===== config.mk =====
export PLATFORM = sky130hd
export DESIGN_NAME = ps2_mouse_cursor_tracker_flat
export DESIGN_NICKNAME = d
export VERILOG_FILES = /design/src/sv/ps2mct_pkg.sv /design/src/sv/ps2mct_in_if.sv /design/src/sv/ps2mct_out_if.sv /design/src/sv/ps2mct_cfg_regs.sv /design/src/sv/ps2mct_in_reg.sv /design/src/sv/ps2mct_track.sv /design/src/sv/ps2_mouse_cursor_tracker.sv /design/src/flat_wrapper.sv
export SDC_FILE = /design/constraint.sdc
export NUM_CORES = 1
export LEC_CHECK = 0
export BUFFER_PORTS_ARGS = -buffer_cell sky130_fd_sc_hd__buf_2
export CORE_ASPECT_RATIO = 1.4
export CORE_MARGIN = 2
export CORE_UTILIZATION = 30
export CTS_BUF_LIST = sky130_fd_sc_hd__clkbuf_4
export CTS_CLUSTER_SIZE = 25
export DETAILED_ROUTE_END_ITERATION = 10
export PLACE_DENSITY_LB_ADDON = 0.12
export SETUP_SLACK_MARGIN = 0.3
export SLEW_MARGIN = 20
export SYNTH_ARGS = -nofsm -noshare
export SYNTH_HDL_FRONTEND = slang
export SYNTH_SLANG_ARGS = --single-unit

===== constraint.sdc =====
create_clock -name clk -period 5.51 [get_ports clk]
set_clock_uncertainty 0.15 [all_clocks]
set_input_delay 0.8265 -clock clk [delete_from_list [all_inputs] [get_ports clk]]
set_output_delay 0.8265 -clock clk [all_outputs]
set_load 0.02 [all_outputs]

===== src/sv/ps2mct_pkg.sv =====
package ps2mct_pkg;

  localparam int COORD_BITS_DEF = 12;
  localparam int OUT_COORD_W    = 12;
  localparam int EXT_W          = 13;
  localparam int CFG_IDX_W      = 1;

  localparam logic [EXT_W-1:0] X_EXT_RST = EXT_W'(800);
  localparam logic [EXT_W-1:0] Y_EXT_RST = EXT_W'(600);
  localparam int               POS_RST   = 100;

  // byte 0 layout
  localparam int SYNC_BIT   = 3;
  localparam int BTN_LEFT   = 0;
  localparam int BTN_RIGHT  = 1;
  localparam int BTN_MIDDLE = 2;
  localparam int BTN_W      = 3;

  typedef enum logic [CFG_IDX_W-1:0] {
    CFG_X_EXTENT = 1'b0,
    CFG_Y_EXTENT = 1'b1
  } cfg_idx_t;

  typedef enum logic [2:0] {
    PH_FIRST  = 3'b001,
    PH_SECOND = 3'b010,
    PH_THIRD  = 3'b100
  } phase_t;

  typedef struct packed {
    logic [EXT_W-1:0] x_extent;
    logic [EXT_W-1:0] y_extent;
  } cfg_t;

  typedef struct packed {
    logic       from_aux_port;
    logic [7:0] data_byte;
  } stage_t;

endpackage


===== src/sv/ps2mct_in_if.sv =====
interface ps2mct_in_if;
  logic       valid;
  logic       ready;
  logic       from_aux_port;
  logic [7:0] data_byte;

  modport source (output valid, output from_aux_port, output data_byte, input ready);
  modport sink   (input valid, input from_aux_port, input data_byte, output ready);
endinterface


===== src/sv/ps2mct_out_if.sv =====
interface ps2mct_out_if
  import ps2mct_pkg::*;
();
  logic                   valid;
  logic                   ready;
  logic [OUT_COORD_W-1:0] cursor_x;
  logic [OUT_COORD_W-1:0] cursor_y;
  logic                   left_pressed;
  logic                   right_pressed;
  logic                   middle_pressed;
  logic                   packet_done;

  modport source (output valid, output cursor_x, output cursor_y, output left_pressed,
                  output right_pressed, output middle_pressed, output packet_done,
                  input ready);
  modport sink   (input valid, input cursor_x, input cursor_y, input left_pressed,
                  input right_pressed, input middle_pressed, input packet_done,
                  output ready);
endinterface


===== src/sv/ps2mct_cfg_regs.sv =====
module ps2mct_cfg_regs
  import ps2mct_pkg::*;
(
  input  logic                 clk,
  input  logic                 rst_n,
  input  logic                 cfg_we,
  input  logic [CFG_IDX_W-1:0] cfg_index,
  input  logic [EXT_W-1:0]     cfg_wdata,
  output cfg_t                 cfg
);

  cfg_t cfg_r;
  cfg_t cfg_nxt;

  always_comb begin
    cfg_nxt = cfg_r;
    if (cfg_we) begin
      unique case (cfg_idx_t'(cfg_index))
        CFG_X_EXTENT: cfg_nxt.x_extent = cfg_wdata;
        CFG_Y_EXTENT: cfg_nxt.y_extent = cfg_wdata;
        default:      cfg_nxt = cfg_r;
      endcase
    end
  end

  always_ff @(posedge clk) begin
    if (!rst_n) begin
      cfg_r.x_extent <= X_EXT_RST;
      cfg_r.y_extent <= Y_EXT_RST;
    end else begin
      cfg_r <= cfg_nxt;
    end
  end

  assign cfg = cfg_r;

endmodule


===== src/sv/ps2mct_in_reg.sv =====
module ps2mct_in_reg
  import ps2mct_pkg::*;
(
  input  logic  clk,
  input  logic  rst_n,
  ps2mct_in_if.sink in_ch,
  output logic   s1_valid,
  output stage_t s1_item,
  input  logic   s1_ready
);

  logic   vld_r;
  logic   vld_nxt;
  stage_t item_r;
  logic   take;

  assign in_ch.ready = !vld_r || s1_ready;
  assign take        = in_ch.valid && in_ch.ready;

  always_comb begin
    vld_nxt = vld_r;
    if (in_ch.ready) vld_nxt = in_ch.valid;
  end

  always_ff @(posedge clk) begin
    if (!rst_n) begin
      vld_r <= 1'b0;
    end else begin
      vld_r <= vld_nxt;
    end
  end

  always_ff @(posedge clk) begin
    if (take) begin
      item_r.from_aux_port <= in_ch.from_aux_port;
      item_r.data_byte     <= in_ch.data_byte;
    end
  end

  assign s1_valid = vld_r;
  assign s1_item  = item_r;

endmodule


===== src/sv/ps2mct_track.sv =====
module ps2mct_track
  import ps2mct_pkg::*;
#(
  parameter int COORD_BITS = COORD_BITS_DEF
) (
  input  logic   clk,
  input  logic   rst_n,
  input  cfg_t   cfg,
  input  logic   s1_valid,
  input  stage_t s1_item,
  output logic   s1_ready,
  ps2mct_out_if.source out_ch
);

  localparam int SW = COORD_BITS + 2;
  localparam int CW = (COORD_BITS + 1 > EXT_W) ? COORD_BITS + 1 : EXT_W;
  localparam logic [CW-1:0] LIM = CW'(1) << COORD_BITS;

  // saturated extent, COORD_BITS+1 bits wide
  function automatic logic [COORD_BITS:0] sat_extent(input logic [EXT_W-1:0] ext);
    logic [CW-1:0] e;
    e = CW'(ext);
    if (ext == '0) e = CW'(1);
    if (e > LIM) e = LIM;
    return (COORD_BITS + 1)'(e);
  endfunction

  function automatic logic [COORD_BITS-1:0] clamp(input logic [SW-1:0] v,
                                                  input logic [COORD_BITS:0] e);
    logic [COORD_BITS-1:0] res;
    if (v[SW-1]) res = '0;
    else if (v[COORD_BITS:0] >= e) res = COORD_BITS'(e - 1'b1);
    else res = v[COORD_BITS-1:0];
    return res;
  endfunction

  phase_t                phase_r, phase_nxt;
  logic [7:0]            hb0_r, hb1_r;
  logic [COORD_BITS-1:0] pos_x_r, pos_x_nxt;
  logic [COORD_BITS-1:0] pos_y_r, pos_y_nxt;
  logic [BTN_W-1:0]      btn_r, btn_nxt;

  logic                  ov_r, ov_nxt;
  logic [OUT_COORD_W-1:0] ox_r, oy_r;
  logic [BTN_W-1:0]      obtn_r;
  logic                  odone_r;

  logic                  take, accept_byte, upd;
  logic [SW-1:0]         sum_x, sum_y;
  logic [OUT_COORD_W+COORD_BITS-1:0] wide_x, wide_y;

  assign s1_ready    = !ov_r || out_ch.ready;
  assign take        = s1_valid && s1_ready;
  // a first byte without the sync bit is dropped to regain packet alignment
  assign accept_byte = take && s1_item.from_aux_port &&
                       !(phase_r == PH_FIRST && !s1_item.data_byte[SYNC_BIT]);
  assign upd         = accept_byte && (phase_r == PH_THIRD);

  assign sum_x = {2'b00, pos_x_r} + {{(SW-8){hb1_r[7]}}, hb1_r};
  assign sum_y = {2'b00, pos_y_r} - {{(SW-8){s1_item.data_byte[7]}}, s1_item.data_byte};

  always_comb begin
    phase_nxt = phase_r;
    pos_x_nxt = pos_x_r;
    pos_y_nxt = pos_y_r;
    btn_nxt   = btn_r;
    if (accept_byte) begin
      unique case (phase_r)
        PH_FIRST:  phase_nxt = PH_SECOND;
        PH_SECOND: phase_nxt = PH_THIRD;
        PH_THIRD: begin
          phase_nxt = PH_FIRST;
          btn_nxt   = hb0_r[BTN_W-1:0];
          pos_x_nxt = clamp(sum_x, sat_extent(cfg.x_extent));
          pos_y_nxt = clamp(sum_y, sat_extent(cfg.y_extent));
        end
        default:   phase_nxt = PH_FIRST;
      endcase
    end
  end

  always_ff @(posedge clk) begin
    if (!rst_n) begin
      phase_r <= PH_FIRST;
      pos_x_r <= COORD_BITS'(POS_RST);
      pos_y_r <= COORD_BITS'(POS_RST);
      btn_r   <= '0;
    end else begin
      phase_r <= phase_nxt;
      pos_x_r <= pos_x_nxt;
      pos_y_r <= pos_y_nxt;
      btn_r   <= btn_nxt;
    end
  end

  always_ff @(posedge clk) begin
    if (accept_byte && phase_r == PH_FIRST)  hb0_r <= s1_item.data_byte;
    if (accept_byte && phase_r == PH_SECOND) hb1_r <= s1_item.data_byte;
  end

  // result register
  always_comb begin
    ov_nxt = ov_r;
    if (s1_ready) ov_nxt = s1_valid;
  end

  always_ff @(posedge clk) begin
    if (!rst_n) begin
      ov_r <= 1'b0;
    end else begin
      ov_r <= ov_nxt;
    end
  end

  assign wide_x = {{OUT_COORD_W{1'b0}}, pos_x_nxt};
  assign wide_y = {{OUT_COORD_W{1'b0}}, pos_y_nxt};

  always_ff @(posedge clk) begin
    if (take) begin
      ox_r    <= wide_x[OUT_COORD_W-1:0];
      oy_r    <= wide_y[OUT_COORD_W-1:0];
      obtn_r  <= btn_nxt;
      odone_r <= upd;
    end
  end

  assign out_ch.valid          = ov_r;
  assign out_ch.cursor_x       = ox_r;
  assign out_ch.cursor_y       = oy_r;
  assign out_ch.left_pressed   = obtn_r[BTN_LEFT];
  assign out_ch.right_pressed  = obtn_r[BTN_RIGHT];
  assign out_ch.middle_pressed = obtn_r[BTN_MIDDLE];
  assign out_ch.packet_done    = odone_r;

  a_hold_no_pkt: assert property (@(posedge clk) disable iff (!rst_n)
    !upd |=> $stable(pos_x_r) && $stable(pos_y_r) && $stable(btn_r))
    else $error("cursor state moved without a completed packet");

  a_done_shown: assert property (@(posedge clk) disable iff (!rst_n)
    upd |=> ov_r && odone_r)
    else $error("completed packet not flagged in result");

  a_phase_wrap: assert property (@(posedge clk) disable iff (!rst_n)
    upd |=> phase_r == PH_FIRST)
    else $error("byte phase did not wrap after packet");

  a_no_done_idle: assert property (@(posedge clk) disable iff (!rst_n)
    take && !upd |=> !odone_r)
    else $error("packet_done set on a byte that closed no packet");

endmodule


===== src/sv/ps2_mouse_cursor_tracker.sv =====
// PS/2 mouse cursor tracker. Takes one controller byte per transfer on in_ch;
// bytes not flagged from_aux_port are ignored, and a first byte with bit 3
// clear is dropped to regain sync. Every byte taken yields exactly one
// result on out_ch with the current cursor position and button state;
// packet_done marks the byte that closed a three-byte packet, at which point
// X moves by signed byte 1, Y by minus signed byte 2, both clamped to
// 0 .. extent-1 (extent 0 acts as 1). Throughput is one byte per clock
// unless out_ch stalls; bytes pass the input and result registers, and a
// stalled out_ch backs up into in_ch.ready the same cycle. Extents are
// written through cfg_we/cfg_index/cfg_wdata (0: x_extent, 1: y_extent) and
// take effect at the next completed packet. Reset cursor is (100, 100).
module ps2_mouse_cursor_tracker
  import ps2mct_pkg::*;
#(
  parameter int COORD_BITS = COORD_BITS_DEF
) (
  input  logic                 clk,
  input  logic                 rst_n,
  ps2mct_in_if.sink            in_ch,
  ps2mct_out_if.source         out_ch,
  input  logic                 cfg_we,
  input  logic [CFG_IDX_W-1:0] cfg_index,
  input  logic [EXT_W-1:0]     cfg_wdata
);

  cfg_t   cfg;
  logic   s1_valid;
  logic   s1_ready;
  stage_t s1_item;

  ps2mct_cfg_regs u_cfg (
    .clk       (clk),
    .rst_n     (rst_n),
    .cfg_we    (cfg_we),
    .cfg_index (cfg_index),
    .cfg_wdata (cfg_wdata),
    .cfg       (cfg)
  );

  ps2mct_in_reg u_in (
    .clk      (clk),
    .rst_n    (rst_n),
    .in_ch    (in_ch),
    .s1_valid (s1_valid),
    .s1_item  (s1_item),
    .s1_ready (s1_ready)
  );

  ps2mct_track #(
    .COORD_BITS (COORD_BITS)
  ) u_track (
    .clk      (clk),
    .rst_n    (rst_n),
    .cfg      (cfg),
    .s1_valid (s1_valid),
    .s1_item  (s1_item),
    .s1_ready (s1_ready),
    .out_ch   (out_ch)
  );

endmodule

===== src/flat_wrapper.sv =====
// flat-port wrapper written by rule: the top's interface ports become plain ports
module ps2_mouse_cursor_tracker_flat import ps2mct_pkg::*;
#(
  parameter int COORD_BITS = COORD_BITS_DEF
)
  (clk, rst_n, cfg_we, cfg_index, cfg_wdata, in_ch_valid, in_ch_from_aux_port, in_ch_data_byte, in_ch_ready, out_ch_valid, out_ch_cursor_x, out_ch_cursor_y, out_ch_left_pressed, out_ch_right_pressed, out_ch_middle_pressed, out_ch_packet_done, out_ch_ready);
  ps2mct_in_if in_ch_i ();
  ps2mct_out_if out_ch_i ();
  input  logic clk;
  input  logic rst_n;
  input  logic cfg_we;
  input  logic [CFG_IDX_W-1:0] cfg_index;
  input  logic [EXT_W-1:0] cfg_wdata;
  input wire logic [$bits(in_ch_i.valid)-1:0] in_ch_valid;
  input wire logic [$bits(in_ch_i.from_aux_port)-1:0] in_ch_from_aux_port;
  input wire logic [$bits(in_ch_i.data_byte)-1:0] in_ch_data_byte;
  output wire logic [$bits(in_ch_i.ready)-1:0] in_ch_ready;
  output wire logic [$bits(out_ch_i.valid)-1:0] out_ch_valid;
  output wire logic [$bits(out_ch_i.cursor_x)-1:0] out_ch_cursor_x;
  output wire logic [$bits(out_ch_i.cursor_y)-1:0] out_ch_cursor_y;
  output wire logic [$bits(out_ch_i.left_pressed)-1:0] out_ch_left_pressed;
  output wire logic [$bits(out_ch_i.right_pressed)-1:0] out_ch_right_pressed;
  output wire logic [$bits(out_ch_i.middle_pressed)-1:0] out_ch_middle_pressed;
  output wire logic [$bits(out_ch_i.packet_done)-1:0] out_ch_packet_done;
  input wire logic [$bits(out_ch_i.ready)-1:0] out_ch_ready;
  assign in_ch_i.valid = in_ch_valid;
  assign in_ch_i.from_aux_port = in_ch_from_aux_port;
  assign in_ch_i.data_byte = in_ch_data_byte;
  assign in_ch_ready = in_ch_i.ready;
  assign out_ch_valid = out_ch_i.valid;
  assign out_ch_cursor_x = out_ch_i.cursor_x;
  assign out_ch_cursor_y = out_ch_i.cursor_y;
  assign out_ch_left_pressed = out_ch_i.left_pressed;
  assign out_ch_right_pressed = out_ch_i.right_pressed;
  assign out_ch_middle_pressed = out_ch_i.middle_pressed;
  assign out_ch_packet_done = out_ch_i.packet_done;
  assign out_ch_i.ready = out_ch_ready;
  ps2_mouse_cursor_tracker #(.COORD_BITS(COORD_BITS)) u_core (.clk(clk), .rst_n(rst_n), .in_ch(in_ch_i), .out_ch(out_ch_i), .cfg_we(cfg_we), .cfg_index(cfg_index), .cfg_wdata(cfg_wdata));
endmodule

# After elaboration in Yosys (flattened, before gate mapping)
# Index checks and enable logic that the tools add are counted.
# totals
regBits	106
word_cells	69
output_inout_bits	30
# op_classes
n_lt_le_gt_ge	4
addsub	4
n_reduce_logical	18
eq_ne	3
n_mux	23
n_bitwise	1
# ops
cell	n
13-bit two-way mux	12
12-bit two-way mux	8
13-bit greater-or-equal comparator	2
13-bit greater-than comparator, second input constant	2
13-bit logical NOT	2
12-bit by 1-bit subtractor with 12-bit output, second input constant	2
13-bit by 8-bit adder with 14-bit output	1
13-bit by 8-bit subtractor with 14-bit output	1
1-bit logical AND	8
3-bit two-way mux	2
3-bit one-hot mux with 2 select lines	1
1-bit logical NOT	4
2-bit AND reduction	2
3-bit by 1-bit equality test with 1-bit output, second input constant	1
3-bit by 2-bit equality test with 1-bit output, second input constant	1
3-bit equality test, second input constant	1
1-bit logical OR	2
1-bit inverter	1

# Longest topological paths before layout
# logic_depth
depth_word	15
mapped_depth	20
ltp_nobuf	19

# Hierarchy
# Synthesis repeated with hierarchy kept, for this count alone.
# unflattened
cells_unflattened	706
area_unflattened_um2	6516.2
# modules_own_cells
mod	area_each_um2	cells_each	seq_area_each_um2	n_inst
ps2mct_track	5128.7	583	1791.7	1
ps2mct_cfg_regs	1059.8	109	520.5	1
ps2mct_in_reg	327.8	14	290.3	1

# Least setup slack after synthesis
# OpenSTA, ideal clock, no wires.
# synth_path
path_kind	register to register
startpoint	register u_core.u_track.pos_y_r[0]
endpoint	register u_core.u_track.oy_r[7], in the netlist u_core.u_track.out_ch.cursor_y[7], data pin
n_path_buf	1
slack_ps	1241
path_stages_with_launch	19
setup_ps	256
t_arrival_ps	3863
period_less_slack_ps	4269
path_cell_list	dfxtp_1 -> inv_1 -> ha_1 -> inv_1 -> fa_1 -> a21o_1 -> a221oi_2 -> o211ai_1 -> a21o_1 -> a21oi_1 -> o21bai_1 -> xnor2_1 -> ha_1 -> nand4_1 -> o21bai_1 -> o31ai_1 -> clkbuf_1 -> mux2_2 -> a22o_1
# synth_between
elab_chain_len	6
# synth_lines
item	line	rtl
from (decl)	ps2mct_track.sv:40	logic [COORD_BITS-1:0] pos_y_r, pos_y_nxt;
from (signal assigned)	ps2mct_track.sv:86	pos_y_r <= COORD_BITS'(POS_RST);
from (signal assigned)	ps2mct_track.sv:91	pos_y_r <= pos_y_nxt;
13-bit by 8-bit subtractor with 14-bit output (*)	ps2mct_track.sv:60	assign sum_y = {2'b00, pos_y_r} - {{(SW-8){s1_item.data_byte[7]}}, s1_item.data_byte};
13-bit greater-or-equal comparator	ps2mct_track.sv:32	else if (v[COORD_BITS:0] >= e) res = COORD_BITS'(e - 1'b1);
12-bit two-way mux	ps2mct_track.sv:32	
12-bit two-way mux (*)	ps2mct_track.sv:31	if (v[SW-1]) res = '0;
12-bit two-way mux (*)	ps2mct_track.sv:68	unique case (phase_r)
12-bit two-way mux (*)	ps2mct_track.sv:67	if (accept_byte) begin
named net u_core.u_track.pos_y_nxt[7]	ps2mct_track.sv:40	
to (signal assigned)	ps2mct_track.sv:121	oy_r <= wide_y[OUT_COORD_W-1:0];
to (decl)	ps2mct_track.sv:44	logic [OUT_COORD_W-1:0] ox_r, oy_r;
# The timed path passes the listed nets; every way through them passes the cells marked *.
# A chain may end at the register's enable or synchronous reset.

# Final worst setup path
# layout_path
startpoint	register u_core.u_in.item_r, in the netlist u_core.u_in.s1_item[0]
endpoint	register u_core.u_track.oy_r[11], in the netlist u_core.u_track.out_ch.cursor_y[11], data pin
# layout_between
elab_chain_len	6
# layout_lines
item	line	rtl
from (decl)	ps2mct_in_reg.sv:14	stage_t item_r;
13-bit by 8-bit subtractor with 14-bit output (*)	ps2mct_track.sv:60	
13-bit greater-or-equal comparator	ps2mct_track.sv:32	
12-bit two-way mux	ps2mct_track.sv:32	
12-bit two-way mux (*)	ps2mct_track.sv:31	
12-bit two-way mux (*)	ps2mct_track.sv:68	
12-bit two-way mux (*)	ps2mct_track.sv:67	
named net u_core.u_track.pos_y_nxt[11]	ps2mct_track.sv:40	
# Marks and branches as above.

==> flow_metrics.tcl <==
set metrics [dict create \
    status "finished clean" \
    reg2reg_from "u_core.u_in.s1_item[0]" \
    rows 63 \
    synth_top_flop_cell "dfxtp_1" \
    synth-simple-area-share 0.203 \
    nFillCells 2148 \
    met1_usage 0.177 \
    avgViaCountPerCell 5.23 \
    maxSlewViolCount 0 \
    p_leak_uw 0.00286 \
    synth_compound_area_frac 0.190 \
    grt_overflow 0 \
    use_met2 0.318 \
    worstSetupStartpoint "u_core.u_in.s1_item[0]" \
    routed_wl_mm 18.5 \
    slew_headroom 0.303 \
    final_nets 844 \
    crit_path_cell_trace "ha_1, inv_1, fa_1, a21o_1, a221oi_2, o211ai_1, a21o_1, a21oi_1, o21bai_1, xnor2_1, ha_1, nand4_1, nor4_1, a211oi_1, o31a_1, a211oi_1, a31oi_1, a22o_1" \
    clk_pin_slew_ns 0.17 \
    cts_buffer_depth 2 \
    place_inst 1009 \
    synth_top_cell_area_share 0.223 \
    drtIter0Drc 309 \
    p_int_uw 1040 \
    critPathBufInv 1 \
    hold_violations 0 \
    synth.largest_area_cell "edfxtp_1" \
    grt_first_pass_wirelength_mm 28.9 \
    drive_gt1_frac 0.140 \
    synth_area_per_cell_sq_um 9.09 \
    num_vias 5369 \
    synthArstFlopShare 0 \
    drc 0 \
    drt_first_pass_iters 4 \
    synth_top_family_by_area "simple AND/OR/NAND/NOR gates" \
    maxCapViolCount 0 \
    seq_area_frac_synth 0.403 \
    synth_nets 795 \
    die-width_microns 128 \
    grt_use_total 0.168 \
    reg2reg_slack_ns 0.72 \
    gp_congestion 0.878 \
    ctsResizeCount 0 \
    max_freq_mhz 209 \
    power_density_nw_per_um2 212 \
    yosys.area_share.adder 0.111 \
    worstSkewPairLatency_ns 0.52 \
    synth_cells 711 \
    area_growth_pct 10.5 \
    start_util 0.305 \
    clkPwrFrac 0.255 \
    die_area_sq_um 22800 \
    grt_start_max_net_pins 35 \
    yosysMostFrequentCell "nand2_1" \
    ys_warn_count 0 \
    worstHoldStart "in_ch_data_byte[7]" \
    grt_pass1_vias 5389 \
    power_uw 1520 \
    seq_power_share 0.571 \
    cp-end-kind "flip-flop" \
    use_met3 0.0253 \
    holdWs_ns 0.326 \
    grt_most_used_layer "met2" \
    worst_path_max_delay_cell "edfxtp_1" \
    ys_types 77 \
    postCtsSetupRepairBufs 0 \
    netlist_top_cells_area "edfxtp_1, dfxtp_1, ha_1" \
    multi_input_area_sq_um 3650 \
    critPathMaxFanout 9 \
    fin_crit_ns 4.79 \
    setup_violations 0 \
    p_comb_frac 0.173 \
    rsz0062_at_grt "false" \
    vdd_drop_max_v 0.0000899 \
    cts_tree "done" \
    switching_share 0.312 \
    worstSetupPathType "reg2reg" \
    fin_tns_setup_ns 0 \
    required_ns 5.65 \
    synthesis.area_sq_um 6460 \
    clock-sinks 106 \
    p_sw_uw 473 \
    ios 58 \
    htree_levels 3 \
    final_core_util 0.337 \
    hp-class "in2reg" \
    io_buffers 57 \
    fin_crit_sh 0.870 \
    worst_slew_pin_slew_ns 1.04 \
    ys_ff_latch 106 \
    wl_per_cell_microns 18.0 \
    die_h_microns 178 \
    core_area_sq_um 21200 \
    place.detailed.hpwl_mm 14.5 \
    ant_nets 0 \
    cts-root-buf "clkbuf_4" \
    cp_top_family "compound AO/OA/AOI/OAI gates" \
    synth_edf_count 48 \
    worstPathArrival_ns 4.93 \
    ys_top_cells_by_count "nand2_1, dfxtp_1, ha_1" \
    startpoint_type "flip-flop" \
    final_cells 1027 \
    synth-xor-area-share 0.0350 \
    cts_hold_buf 0 \
    grt_antenna_before_repair 1 \
    critPathMaxStageDelay_ns 0.44 \
    ff_latch_area_sq_um 2600 \
    numCtsBuffers 9 \
    synthMuxAreaShare 0.0246 \
]
[layout make-up]
| type | instances | share of cell area |
|---|---|---|
| Timing Repair Buffer | 61 | 0.0441 |
| Tap cell | 260 | 0.0455 |
| Antenna cell | 2 | 0.000701 |
| Sequential cell | 106 | 0.364 |
| Clock inverter | 6 | 0.00648 |
| Clock buffer | 10 | 0.0105 |
| Multi-Input combinational cell | 550 | 0.511 |
| Inverter | 32 | 0.0168 |
[per-stage QoR]
stage | setup WS [ns] | area, sq um
floorplan | 1.24 | 6460
global placement | 0.752 | 7010
detailed placement | 0.705 | 7010
CTS | 0.652 | 7130
global route | 0.501 | 7140
finish | 0.719 | 7140
[cells by family after synthesis]
kind of cell,Yosys count
AO/OA/AOI/OAI,182
XOR/XNOR,25
adder cells (fa/ha/maj),56
buffers and inverters,55
flip-flops,106
multiplexers,15
AND/OR/NAND/NOR,272
[metal layers]
metal,up-vias,share of wire,routed length [microns]
met5,-,0,0
met4,0,0.046,855
met3,42,0.024,453
met2,89,0.53,9870
met1,2548,0.40,7350
li1,2690,-,-
[path summary, 6_finish.rpt]
check	to	cells past startpoint
hold / removal	u_core.u_in.s1_item[7]	1
setup / recovery	u_core.u_track.out_ch.cursor_y[11]	18
hold reg to reg	u_core.u_track.pos_y_r[3]	2
setup reg to reg	u_core.u_track.out_ch.cursor_y[11]	18
[layout by cell type (no fill, tap or decap), types with 4 or more instances in the layout]
master,synthesis,layout
a211oi_1,9,9
a21o_1,11,11
a21oi_1,48,48
a22o_1,8,8
a31oi_1,5,5
and2_1,9,9
buf_2,2,57
buf_4,0,4
clkbuf_4,0,10
dfxtp_1,58,58
edfxtp_1,48,48
ha_1,54,54
inv_1,31,31
mux2_2,6,6
mux2i_1,8,8
nand2_1,133,133
nand2b_1,9,9
nand3_1,22,22
nand4_1,7,7
nor2_1,35,34
nor2b_1,7,6
nor3_1,11,11
nor4_1,8,8
o211ai_1,10,10
o21a_1,5,5
o21ai_0,37,37
o21bai_1,6,6
o31ai_1,9,9
or2_1,4,4
or3_1,5,5
xnor2_1,17,17
xor2_1,7,7
[registers in the layout, indices dropped and copies added (netlist names)]
name and flops:
u_core.u_in.s1_item 9, u_core.u_cfg.cfg 26, u_core.u_track.out_ch.packet_done 1, u_core.u_track.out_ch.cursor_y 12
u_core.u_track.pos_y_r 12, u_core.u_track.btn_r 3, u_core.u_track.phase_r 3, u_core.u_track.hb0_r 3
u_core.u_track.out_ch.valid 1, u_core.u_track.out_ch.cursor_x 12, u_core.u_track.hb1_r 8, u_core.u_track.obtn_r 3
u_core.u_in.s1_valid 1, u_core.u_track.pos_x_r 12
[power groups by stage]
stage	combinational [uW]	sequential, uW	clock, uW
finish	263	866	387
global route	294	871	432
CTS	265	867	409
detailed placement	264	884	0
global placement	260	884	0
floorplan	174	882	0
Note: power is estimated with default switching activity, not from simulation.
